File: src/rtl/slpq_pkg.sv
// ----------------------------------------------------------------------------
// slpq_pkg
// Shared types and codes for the sorted linked-list priority queue.
// ----------------------------------------------------------------------------
package slpq_pkg;

    localparam int DEF_CAPACITY = 16;

    // opcodes
    localparam logic [1:0] OP_INSERT = 2'd0;
    localparam logic [1:0] OP_POP    = 2'd1;
    localparam logic [1:0] OP_PEEK   = 2'd2;

    // status codes
    localparam logic [1:0] ST_OK    = 2'd0;
    localparam logic [1:0] ST_EMPTY = 2'd1;
    localparam logic [1:0] ST_FULL  = 2'd2;

    // register word index (paddr[2])
    localparam logic REG_ORDER_MODE = 1'b0;

    typedef enum logic [2:0] {
        S_IDLE,
        S_INS_F,
        S_INS_H,
        S_WALK,
        S_LINK,
        S_POP,
        S_RESP
    } t_state;

    // p goes ahead of (or ties with) q under the selected order
    function automatic logic precedes(input logic mode, input logic signed [31:0] p,
                                      input logic signed [31:0] q);
        return mode ? (p >= q) : (p <= q);
    endfunction

endpackage

File: src/rtl/sorted_list_priority_queue.sv
// ----------------------------------------------------------------------------
// sorted_list_priority_queue
// Priority queue kept as a sorted singly linked list in on-chip memory.
// ----------------------------------------------------------------------------
// Usage:
//   Request channel (i_valid / o_ready) carries one transaction: i_opcode
//   (insert, pop head, peek head) with i_elem_value and i_priority_req.
//   Response channel (o_valid / i_ready) returns exactly one transaction per
//   request: o_status, o_out_value, o_out_priority and o_count.
//   order_mode (APB, byte address 0) picks smallest-first (0) or
//   largest-first (1); change it only while the queue is idle.
// Steps from acceptance to raising o_valid (one request at a time, o_ready
// comes back in that same cycle):
//   no-op, full insert, empty pop/peek : straight to the response.
//   pop, peek, insert into empty queue : one memory step, then the response.
//   other inserts                      : unlink the slot, then walk the list
//                                        one entry per read until the new
//                                        one's place is found, then link it.
//   The walk is set by the link memory: one read per cycle, one slot of
//   the list visited per read.
// Reset (synchronous, active low): queue empty, order_mode 0. No clearing
//   pass: unused slots are handed out from a fill pointer.
// Stall: a finished response waits in the output register; the next request
//   is still accepted and worked on, then its result waits with o_ready low
//   until the older one is taken.
// ----------------------------------------------------------------------------
module sorted_list_priority_queue
    import slpq_pkg::*;
#(
    parameter int CAPACITY = DEF_CAPACITY
) (
    input  logic               i_clk,
    input  logic               i_rst_n,
    // request
    input  logic               i_valid,
    output logic               o_ready,
    input  logic [1:0]         i_opcode,
    input  logic signed [31:0] i_elem_value,
    input  logic signed [31:0] i_priority_req,
    // response
    output logic               o_valid,
    input  logic               i_ready,
    output logic [1:0]         o_status,
    output logic signed [31:0] o_out_value,
    output logic signed [31:0] o_out_priority,
    output logic [4:0]         o_count,
    // APB config
    input  logic               psel,
    input  logic               penable,
    input  logic               pwrite,
    input  logic [2:0]         paddr,
    input  logic [31:0]        pwdata,
    output logic [31:0]        prdata,
    output logic               pready
);

    // pointer width holds CAPACITY itself, which encodes null
    localparam int IW = $clog2(CAPACITY + 1);
    localparam int AW = $clog2(CAPACITY);
    localparam int LW = 32 + IW;
    localparam logic [IW-1:0] NIL = IW'(CAPACITY);

    // ------------------------------------------------------------------
    // Registers
    // ------------------------------------------------------------------
    t_state             r_state, n_state;
    logic               r_order;
    logic [1:0]         r_op, n_op;
    logic signed [31:0] r_val, n_val;
    logic signed [31:0] r_pri, n_pri;
    logic [IW-1:0]      r_head, n_head;
    logic [IW-1:0]      r_free, n_free;     // free list head
    logic [IW-1:0]      r_fill, n_fill;     // first slot never handed out
    logic [IW-1:0]      r_count, n_count;
    logic [IW-1:0]      r_slot, n_slot;     // slot taken by this insert
    logic [IW-1:0]      r_cur, n_cur;       // slot being compared
    logic [IW-1:0]      r_prev, n_prev;     // last slot that stays ahead
    logic signed [31:0] r_prev_pri, n_prev_pri;
    logic [1:0]         r_res_status, n_res_status;
    logic signed [31:0] r_res_value, n_res_value;
    logic signed [31:0] r_res_pri, n_res_pri;

    logic               r_o_valid, n_o_valid;
    logic [1:0]         r_o_status, n_o_status;
    logic signed [31:0] r_o_value, n_o_value;
    logic signed [31:0] r_o_pri, n_o_pri;
    logic [IW-1:0]      r_o_count, n_o_count;

    // ------------------------------------------------------------------
    // Memories: link = {priority, next}, value separately.
    // One write and one registered read per cycle each.
    // ------------------------------------------------------------------
    logic [LW-1:0] r_link_mem [CAPACITY];
    logic [31:0]   r_val_mem  [CAPACITY];
    logic [LW-1:0] r_rd_link;
    logic [31:0]   r_rd_val;

    logic [IW-1:0]      w_rd_ptr;
    logic               w_lwe;
    logic [IW-1:0]      w_lw_ptr;
    logic [LW-1:0]      w_lw_data;
    logic               w_vwe;
    logic signed [31:0] w_rd_pri;
    logic [IW-1:0]      w_rd_nxt;
    logic               w_prec;
    logic               w_fresh;
    logic [31:0]        w_count_ext;

    always_ff @(posedge i_clk) begin
        if (w_lwe) begin
            r_link_mem[w_lw_ptr[AW-1:0]] <= w_lw_data;
        end
        r_rd_link <= r_link_mem[w_rd_ptr[AW-1:0]];
    end

    always_ff @(posedge i_clk) begin
        if (w_vwe) begin
            r_val_mem[r_slot[AW-1:0]] <= r_val;
        end
        r_rd_val <= r_val_mem[w_rd_ptr[AW-1:0]];
    end

    assign w_rd_pri = $signed(r_rd_link[LW-1 -: 32]);
    assign w_rd_nxt = r_rd_link[IW-1:0];
    assign w_prec   = precedes(r_order, r_pri, w_rd_pri);
    // a slot at the fill pointer was never written; its link is ignored and the next free slot is fill + 1
    assign w_fresh  = (r_slot == r_fill);

    // ------------------------------------------------------------------
    // APB register
    // ------------------------------------------------------------------
    assign pready = 1'b1;
    assign prdata = (paddr[2] == REG_ORDER_MODE) ? {31'd0, r_order} : 32'd0;

    always_ff @(posedge i_clk) begin
        if (!i_rst_n) begin
            r_order <= 1'b0;
        end else if (psel && penable && pwrite && pready && paddr[2] == REG_ORDER_MODE) begin
            r_order <= pwdata[0];
        end
    end

    // ------------------------------------------------------------------
    // Sequencer
    // ------------------------------------------------------------------
    always_ff @(posedge i_clk) begin
        if (!i_rst_n) begin
            r_state   <= S_IDLE;
            r_head    <= NIL;
            r_free    <= '0;
            r_fill    <= '0;
            r_count   <= '0;
            r_o_valid <= 1'b0;
        end else begin
            r_state   <= n_state;
            r_head    <= n_head;
            r_free    <= n_free;
            r_fill    <= n_fill;
            r_count   <= n_count;
            r_o_valid <= n_o_valid;
        end
    end

    always_ff @(posedge i_clk) begin
        r_op         <= n_op;
        r_val        <= n_val;
        r_pri        <= n_pri;
        r_slot       <= n_slot;
        r_cur        <= n_cur;
        r_prev       <= n_prev;
        r_prev_pri   <= n_prev_pri;
        r_res_status <= n_res_status;
        r_res_value  <= n_res_value;
        r_res_pri    <= n_res_pri;
        r_o_status   <= n_o_status;
        r_o_value    <= n_o_value;
        r_o_pri      <= n_o_pri;
        r_o_count    <= n_o_count;
    end

    always_comb begin
        n_state      = r_state;
        n_op         = r_op;
        n_val        = r_val;
        n_pri        = r_pri;
        n_head       = r_head;
        n_free       = r_free;
        n_fill       = r_fill;
        n_count      = r_count;
        n_slot       = r_slot;
        n_cur        = r_cur;
        n_prev       = r_prev;
        n_prev_pri   = r_prev_pri;
        n_res_status = r_res_status;
        n_res_value  = r_res_value;
        n_res_pri    = r_res_pri;
        n_o_valid    = r_o_valid;
        n_o_status   = r_o_status;
        n_o_value    = r_o_value;
        n_o_pri      = r_o_pri;
        n_o_count    = r_o_count;
        w_rd_ptr     = r_head;
        w_lwe        = 1'b0;
        w_lw_ptr     = r_slot;
        w_lw_data    = {r_pri, NIL};
        w_vwe        = 1'b0;

        if (r_o_valid && i_ready) begin
            n_o_valid = 1'b0;
        end

        unique case (r_state)
            S_IDLE: begin
                // start the first read right away
                w_rd_ptr = (i_opcode == OP_INSERT) ? r_free : r_head;
                if (i_valid) begin
                    n_op         = i_opcode;
                    n_val        = i_elem_value;
                    n_pri        = i_priority_req;
                    n_res_status = ST_OK;
                    n_res_value  = '0;
                    n_res_pri    = '0;
                    unique case (i_opcode)
                        OP_INSERT: begin
                            if (r_count >= NIL || r_free == NIL) begin
                                n_res_status = ST_FULL;
                                n_state      = S_RESP;
                            end else begin
                                n_slot  = r_free;
                                n_state = S_INS_F;
                            end
                        end
                        OP_POP, OP_PEEK: begin
                            if (r_count == '0 || r_head == NIL) begin
                                n_res_status = ST_EMPTY;
                                n_state      = S_RESP;
                            end else begin
                                n_state = S_POP;
                            end
                        end
                        default: n_state = S_RESP;
                    endcase
                end
            end

            S_INS_F: begin
                // unlink the slot from the free list, store the value
                n_free  = w_fresh ? r_fill + 1'b1 : w_rd_nxt;
                n_fill  = w_fresh ? r_fill + 1'b1 : r_fill;
                n_count = r_count + 1'b1;
                w_vwe   = 1'b1;
                if (r_head == NIL) begin
                    w_lwe   = 1'b1;
                    n_head  = r_slot;
                    n_state = S_RESP;
                end else begin
                    w_rd_ptr = r_head;
                    n_state  = S_INS_H;
                end
            end

            S_INS_H: begin
                if (w_prec) begin
                    w_lwe     = 1'b1;
                    w_lw_data = {r_pri, r_head};
                    n_head    = r_slot;
                    n_state   = S_RESP;
                end else begin
                    n_prev     = r_head;
                    n_prev_pri = w_rd_pri;
                    if (w_rd_nxt == NIL) begin
                        w_lwe   = 1'b1;
                        n_state = S_LINK;
                    end else begin
                        n_cur    = w_rd_nxt;
                        w_rd_ptr = w_rd_nxt;
                        n_state  = S_WALK;
                    end
                end
            end

            S_WALK: begin
                if (w_prec) begin
                    w_lwe     = 1'b1;
                    w_lw_data = {r_pri, r_cur};
                    n_state   = S_LINK;
                end else begin
                    n_prev     = r_cur;
                    n_prev_pri = w_rd_pri;
                    if (w_rd_nxt == NIL) begin
                        w_lwe   = 1'b1;
                        n_state = S_LINK;
                    end else begin
                        n_cur    = w_rd_nxt;
                        w_rd_ptr = w_rd_nxt;
                    end
                end
            end

            S_LINK: begin
                // point the predecessor at the new slot
                w_lwe     = 1'b1;
                w_lw_ptr  = r_prev;
                w_lw_data = {r_prev_pri, r_slot};
                n_state   = S_RESP;
            end

            S_POP: begin
                n_res_value = $signed(r_rd_val);
                n_res_pri   = w_rd_pri;
                if (r_op == OP_POP) begin
                    n_head    = w_rd_nxt;
                    w_lwe     = 1'b1;
                    w_lw_ptr  = r_head;
                    w_lw_data = {w_rd_pri, r_free};
                    n_free    = r_head;
                    n_count   = r_count - 1'b1;
                end
                n_state = S_RESP;
            end

            S_RESP: begin
                // also spaces every write from the next read of memory
                if (!r_o_valid || i_ready) begin
                    n_o_valid  = 1'b1;
                    n_o_status = r_res_status;
                    n_o_value  = r_res_value;
                    n_o_pri    = r_res_pri;
                    n_o_count  = r_count;
                    n_state    = S_IDLE;
                end
            end

            default: n_state = S_IDLE;
        endcase
    end

    assign o_ready        = (r_state == S_IDLE);
    assign o_valid        = r_o_valid;
    assign o_status       = r_o_status;
    assign o_out_value    = r_o_value;
    assign o_out_priority = r_o_pri;
    assign w_count_ext    = 32'(r_o_count);
    assign o_count        = w_count_ext[4:0];

    // ------------------------------------------------------------------
    // Assertions
    // ------------------------------------------------------------------
    a_count_range: assert property (@(posedge i_clk) disable iff (!i_rst_n)
        r_count <= NIL)
        else $error("entry count above capacity");

    a_empty_head: assert property (@(posedge i_clk) disable iff (!i_rst_n)
        (r_count == '0) == (r_head == NIL))
        else $error("head pointer disagrees with entry count");

    a_free_avail: assert property (@(posedge i_clk) disable iff (!i_rst_n)
        (r_count < NIL) |-> (r_free != NIL))
        else $error("free list empty while queue not full");

    a_free_fill: assert property (@(posedge i_clk) disable iff (!i_rst_n)
        r_free <= r_fill)
        else $error("free head beyond fill pointer");

    a_fill_mono: assert property (@(posedge i_clk) disable iff (!i_rst_n)
        $past(i_rst_n) |-> r_fill >= $past(r_fill))
        else $error("fill pointer moved backward");

endmodule

File: config.mk
export PLATFORM = sky130hd
export DESIGN_NAME = sorted_list_priority_queue
export DESIGN_NICKNAME = d
export VERILOG_FILES = /design/src/rtl/slpq_pkg.sv /design/src/rtl/sorted_list_priority_queue.sv
export SDC_FILE = /design/constraint.sdc
export NUM_CORES = 2
export LEC_CHECK = 0
export ABC_AREA = 0
export CAP_MARGIN = 5
export CORE_MARGIN = 1
export CORE_UTILIZATION = 57
export DETAILED_ROUTE_END_ITERATION = 8
export DONT_BUFFER_PORTS = 1
export PLACE_DENSITY = 0.76
export SLEW_MARGIN = 25
export SYNTH_ARGS = -nofsm -noshare
export SYNTH_HDL_FRONTEND = slang
export SYNTH_SLANG_ARGS = --single-unit
File: constraint.sdc
create_clock -name i_clk -period 5.75 [get_ports i_clk]
set_input_delay 0.2875 -clock i_clk [delete_from_list [all_inputs] [get_ports i_clk]]
set_output_delay 0.2875 -clock i_clk [all_outputs]
set_load 0.05 [all_outputs]
-- Word level (Yosys, flattened, before mapping)
Memories as Yosys holds them, arrays and structs flattened. A register that Yosys moved wholly into a read port is not among the register bits.
Cells that the tools add are included.
- equality and inequality tests: 21
- multiplexer cells: 54
- bitwise gates (word level): 4
- reduce and logical (&&, ||, !) cells: 29
- order comparisons: 3
- add/subtract/negate cells: 3
- operators by type and width (cell ; number):
    $pmux 37 s4 ; 1
    $pmux 32 s2 ; 2
    $mux 5 ; 8
    $mux 37 ; 1
    $ge 32x32->1 ; 1
    $le 32x32->1 ; 1
    $mux 32 ; 1
    $mux 3 ; 8
    $mux 4 ; 6
    $pmux 4 s2 ; 3
    $pmux 5 s2 ; 2
    $pmux 3 s6 ; 1
    $eq 5x5->1 const B ; 3
    $mux 1 ; 15
    $pmux 5 s3 ; 1
    $ne 2x2->1 const B ; 7
    $reduce_and 2->1 ; 6
    $add 5x1->5 const B ; 2
    $eq 3x3->1 const B ; 3
    $reduce_and 3->1 ; 3
    $reduce_and 4->1 ; 2
    $eq 3x2->1 const B ; 2
    $pmux 3 s2 ; 1
    $reduce_bool 2->1 ; 3
    other kinds (19) ; 31
- output and inout port bits: 106
- flip-flop bits (word level): 274
- bits in writable memories: 1104
- input port bits: 108
- memories: 2
- memory list (memory ; words ; bits a word ; read ports ; clocked after memory_dff ; write ports ; RTL line ; RTL):
    r_link_mem ; 16 ; 37 ; 1 ; 1 ; 1 ; sorted_list_priority_queue.sv:93 ; logic [LW-1:0] r_link_mem [CAPACITY];
    r_val_mem ; 16 ; 32 ; 1 ; 1 ; 1 ; sorted_list_priority_queue.sv:94 ; logic [31:0] r_val_mem [CAPACITY];

-- Longest topological paths before layout
- depth after elaboration: 6
- gate-level depth with buffers: 18

-- Least setup slack after synthesis
No wires, ideal clock.
- path type: register to register
- from: register r_pri[14]
- to: memory r_link_mem[4][0] (netlist name), enable pin
- required time: 5.226 ns
- data arrival time: 5.621 ns
- cell stages (with the launch flop): 11
- slack: -0.395 ns
- path through: edfxtp_1 -> ha_1 -> a21oi_1 -> nand2_1 -> a221oi_1 -> o211a_1 -> nand3_2 -> nand3_1 -> o21ai_0 -> nor2b_1 -> nor4_1
- word-level cells in the longest chain between the ends: 6
- RTL lines (item ; RTL line ; RTL):
    start: declaration ; sorted_list_priority_queue.sv:70 ; logic signed [31:0] r_pri, n_pri;
    start signal: assignment ; sorted_list_priority_queue.sv:167 ; r_pri <= n_pri;
    $le 32x32->1 / $ge 32x32->1 (equally long branches) ; slpq_pkg.sv:35 ; return mode ? (p >= q) : (p <= q);
    $mux 1 * ; slpq_pkg.sv:35 ;
    $mux 1 * ; sorted_list_priority_queue.sv:283 ; if (w_prec) begin
    $pmux 1 s4 * ; sorted_list_priority_queue.sv:212 ; unique case (r_state)
    $mux 1 * ; sorted_list_priority_queue.sv:110 ; if (w_lwe) begin
    $mux 1 (implied by the code) * ; sorted_list_priority_queue.sv:111 ; r_link_mem[w_lw_ptr[AW-1:0]] <= w_lw_data;
    end: declaration ; sorted_list_priority_queue.sv:93 ;
Mark *: on every way between the ends. The rest lies on a longest branch, timed or not.

-- Final worst setup path
- from: register r_pri[14]
- to: register r_rd_link[18] (read register of r_link_mem)
- word-level cells in the longest chain between the ends: 4
- RTL lines (item ; RTL line ; RTL):
    $le 32x32->1 / $ge 32x32->1 (equally long branches) ; slpq_pkg.sv:35 ;
    $mux 1 * ; slpq_pkg.sv:35 ;
    $mux 4 * ; sorted_list_priority_queue.sv:283 ;
    $pmux 4 s2 * ; sorted_list_priority_queue.sv:212 ;
    end: declaration ; sorted_list_priority_queue.sv:95 ; logic [LW-1:0] r_rd_link;
Marked as above.
A chain may end at the register's enable or synchronous reset.

==> metrics.md <==
| Metric | Value |
|---|---|
| Status | complete, but fails checks |
| Failing checks | design-rule violations |
| TritonCTS clock tree | yes |
| Post-route minimum period | 5.04 ns |
| HPWL Detailed | 69,200 um |
| CTS max path bufs | 3 |
| Period utilisation layout | 0.877 |
| CTS H-tree depth | 4 |
| FF-to-FF End | r_rd_link[18] |
| Total CTS buffers | 143 |
| Top_reg_cell synth | edfxtp_1 |
| Max Clock Freq | 198 MHz |
| PnR Total Power | 35.5 mW |
| Final Net Count | 3,489 |
| Vias | 29,800 |
| Congestion Overflow GR | 0 |
| CP bufs+invs | 1 |
| Worst-Skew Late Latency | 0.75 ns |
| Hold EP | r_slot[0] |
| Wire length per cell | 27.3 um |
| Slew Viols, Final | 0 |
| Util after Layout | 0.652 |
| CP top delay family | compound AO/OA/AOI/OAI gates |
| Synth Warn # | 0 |
| Cell Area, Synth | 55,900 um2 |
| Slowest CP cell | o311ai_4 |
| HP Start | i_valid |
| Initial DRC Count | 3,493 |
| Worst flop-to-flop path startpoint | r_pri[14] |
| CP most frequent cell | a221oi_1 |
| RSZ-0062 raised after global routing | false |
| Drt drc | 36 |
| Crit start category | flop |
| Clock sinks | 1,447 |
| Die area | 99,300 um2 |
| NetSw | 12.0 mW |
| Worst EP required | 6.45 ns |
| Total GRT Usage | 0.259 |
| Fillers | 6,207 |
| Crit-path max cell delay | 0.88 ns |
| Die Span Y | 315 um |
| Cell internal pwr | 23.5 mW |
| Postcts setup bufs | 0 |
| Sw frac | 0.337 |
| Die Wd | 315 um |
| Synth unique cells | 67 |
| First-pass GRT wire length | 188,000 um |
| Hold Path Class | in2reg |
| Synth Register Bits | 1,447 |
| Worst Path Max Fanout | 94 |
| CTS Root Cell | clkbuf_16 |
| Sequential area share after synthesis | 0.760 |
| Worst slew margin | 0.286 |
| Top-level port count | 214 |
| Post-synth EDFFs | 1,353 |
| Initial antenna violation count | 5 |
| Initial Utilization | 0.577 |
| Critical path type | reg2reg |
| P&R area growth vs syn | 13.0% |
| Drt first pass iters | 8 |
| Synth top cells by count | edfxtp_1 (1,353), mux2i_1 (497), a22oi_1 (178) |
| Routed Antenna Nets | 0 |
| Clk pin slew, worst setup/hold paths | 0.06 ns |
| Final setup violation count | 0 |
| Skew final | 0.0208 ns |
| # port buffers | 0 |
| Asr flop ratio synth | 0 |
| R2r worst-path depth | 12 |
| Site row count | 114 |
| Placeable Area | 96,900 um2 |
| Count leader, synth | edfxtp_1 |
| Dpl ws | 0.958 ns |
| Worst hold path depth | 2 |
| Cells after synthesis | 3,215 |
| Final hold slack | 0.140 ns |
| Setup WS post-layout | 0.705 ns |
| Reg2Reg Setup Slack | 0.71 ns |
| Vias in the first global route | 29,800 |
| Share of the synthesized area in the top cell type | 0.727 |
| Worst-Margin Slew | 1.07 ns |
| Total detailed-routing wirelength | 129,000 um |
| Leak pwr | 23.4 nW |
| Peak VDD IR | 516 uV |
| Worst-path cell chain | ha_1 > a21oi_1 > nand2_1 > a221oi_1 > o211ai_2 > o21ai_2 > nand3_1 > o311ai_4 > buf_12 > mux2i_1 > a221oi_1 > o211a_1 |
| Syn avg cell area | 17.4 um2 |
| Worst endpoint data arrival time | 5.74 ns |
| Hold Vio Cnt, Final | 0 |
| Max Cap Viol | 0 |
| GPL Wtd Cong | 0.883 |
| Pin count of the biggest net entering global routing | 97 |
| Cell Pwr Density | 562 nW/um2 |
| Synth top area cells | edfxtp_1 (73%), mux2i_1 (8.9%), dfxtp_1 (3.4%) |
| Clock power frac | 0.259 |
| Sequential power share | 0.428 |
| CP Capture Type | flop |
| Gate power share | 0.314 |
| Post-synth top area cell | edfxtp_1 |
| Vias per cell | 6.29 |
| Ratio of cells with drive above 1 in the final layout | 0.126 |
layout make-up:
| class | instances | area, um2 | share of cell area |
|---|---|---|---|
| antenna | 1 | 2.50 | 0.0000396 |
| clock buffer | 189 | 3890 | 0.0617 |
| clock inverter | 73 | 766 | 0.0121 |
| inverter | 52 | 200 | 0.00317 |
| multi-input combinational | 1540 | 12500 | 0.198 |
| sequential | 1447 | 42500 | 0.673 |
| tap | 1276 | 1600 | 0.0253 |
| timing repair buffer | 158 | 1680 | 0.0265 |
metal layers:
layer / track usage / up-vias / share of wire
met5: 0 / - / 0.00019
met4: 0.103 / 4 / 0.034
met3: 0.0541 / 294 / 0.093
met2: 0.422 / 1577 / 0.49
met1: 0.343 / 15000 / 0.39
li1: - / 12900 / -
cell usage in the layout, fill, tap and decap left out, types with 34 or more instances in the layout:
| master | instances |
|---|---|
| edfxtp_1 | 1353 |
| mux2i_1 | 497 |
| a22oi_1 | 178 |
| clkbuf_16 | 145 |
| nor2_1 | 132 |
| nand2_1 | 113 |
| dfxtp_1 | 93 |
| mux2_2 | 73 |
| a221oi_1 | 72 |
| a211oi_1 | 72 |
| dlygate4sd3_1 | 71 |
| o211a_1 | 70 |
| buf_4 | 62 |
| inv_1 | 49 |
| ha_1 | 38 |
| and3_1 | 35 |
| clkbuf_1 | 34 |
worst register-to-register path: stages (launching register included):
cell	delay, ns
edfxtp_1	0.45
ha_1	0.39
a21oi_1	0.19
nand2_1	0.07
a221oi_1	0.73
o211ai_2	0.22
o21ai_2	0.30
nand3_1	0.24
o311ai_4	0.89
buf_12	0.54
mux2i_1	0.29
a221oi_1	0.48
o211a_1	0.19
per-stage QoR:
stage | std cells | cell area, um2 | TNS [ns]
2_1_floorplan | 3245 | 56000 | -56.76
4_1_cts | 4735 | 63100 | 0
6_report | 4736 | 63200 | 0
5_1_grt | 4735 | 63100 | 0
3_5_place_dp | 4402 | 57800 | 0
3_3_place_gp | 4402 | 57800 | 0
repair_timing:
item                                   CTS  global route
setup endpoints to repair                0             0
resized for setup                        0             0
hold buffers                            71             0
endpoints found under the hold margin   74             0
cells by family (layout without fill, tap and decap cells):
| kind of cell | Yosys count | count (layout) | synth area share |
|---|---|---|---|
| DFF | 1447 | 1447 | 0.760 |
| and+or+nand+nor | 397 | 397 | 0.0329 |
| other | 2 | 33 | 0.000134 |
| adders and majority gates | 39 | 39 | 0.00886 |
| buffers and inverters | 258 | 472 | 0.0235 |
| AOI/OAI and AO/OA | 486 | 486 | 0.0680 |
| xor gates and xnor gates | 16 | 16 | 0.00251 |
| muxes | 570 | 570 | 0.104 |
sequential cells by signal, summed over array words and instances, names as in the netlist, 32 cells and up:
name            flops
r_rd_val           32
r_val_mem         512
r_res_value        32
r_res_pri          32
o_out_value        32
r_val              32
r_pri              32
r_rd_link          37
r_prev_pri         32
r_link_mem        592
o_out_priority     32
power groups by stage:
| stage | logic (mW) | registers (mW) | clock network, mW |
|---|---|---|---|
| floorplan | 7.72 | 15.0 | 0 |
| global placement | 10.5 | 15.3 | 0 |
| detailed placement | 10.9 | 15.4 | 0 |
| CTS | 11.0 | 15.2 | 9.29 |
| global route | 11.8 | 15.3 | 9.69 |
| finish | 11.1 | 15.2 | 9.18 |
how the worst max path moves through the flow:
stage | to | depth (start not counted) | startpoint | slack, ns
after floorplan | r_link_mem[4][0] | 10 | r_pri[14] | -0.39
after global placement | r_rd_link[33] | 12 | r_pri[9] | 1.07
after detailed placement | r_rd_link[1] | 12 | r_pri[14] | 0.96
after CTS | r_rd_link[18] | 12 | r_pri[14] | 0.86
after global routing | r_rd_val[16] | 13 | r_rd_link[19] | 0.68
final | r_rd_link[18] | 12 | r_pri[14] | 0.71
Note: power is estimated with default switching activity, not from simulation.
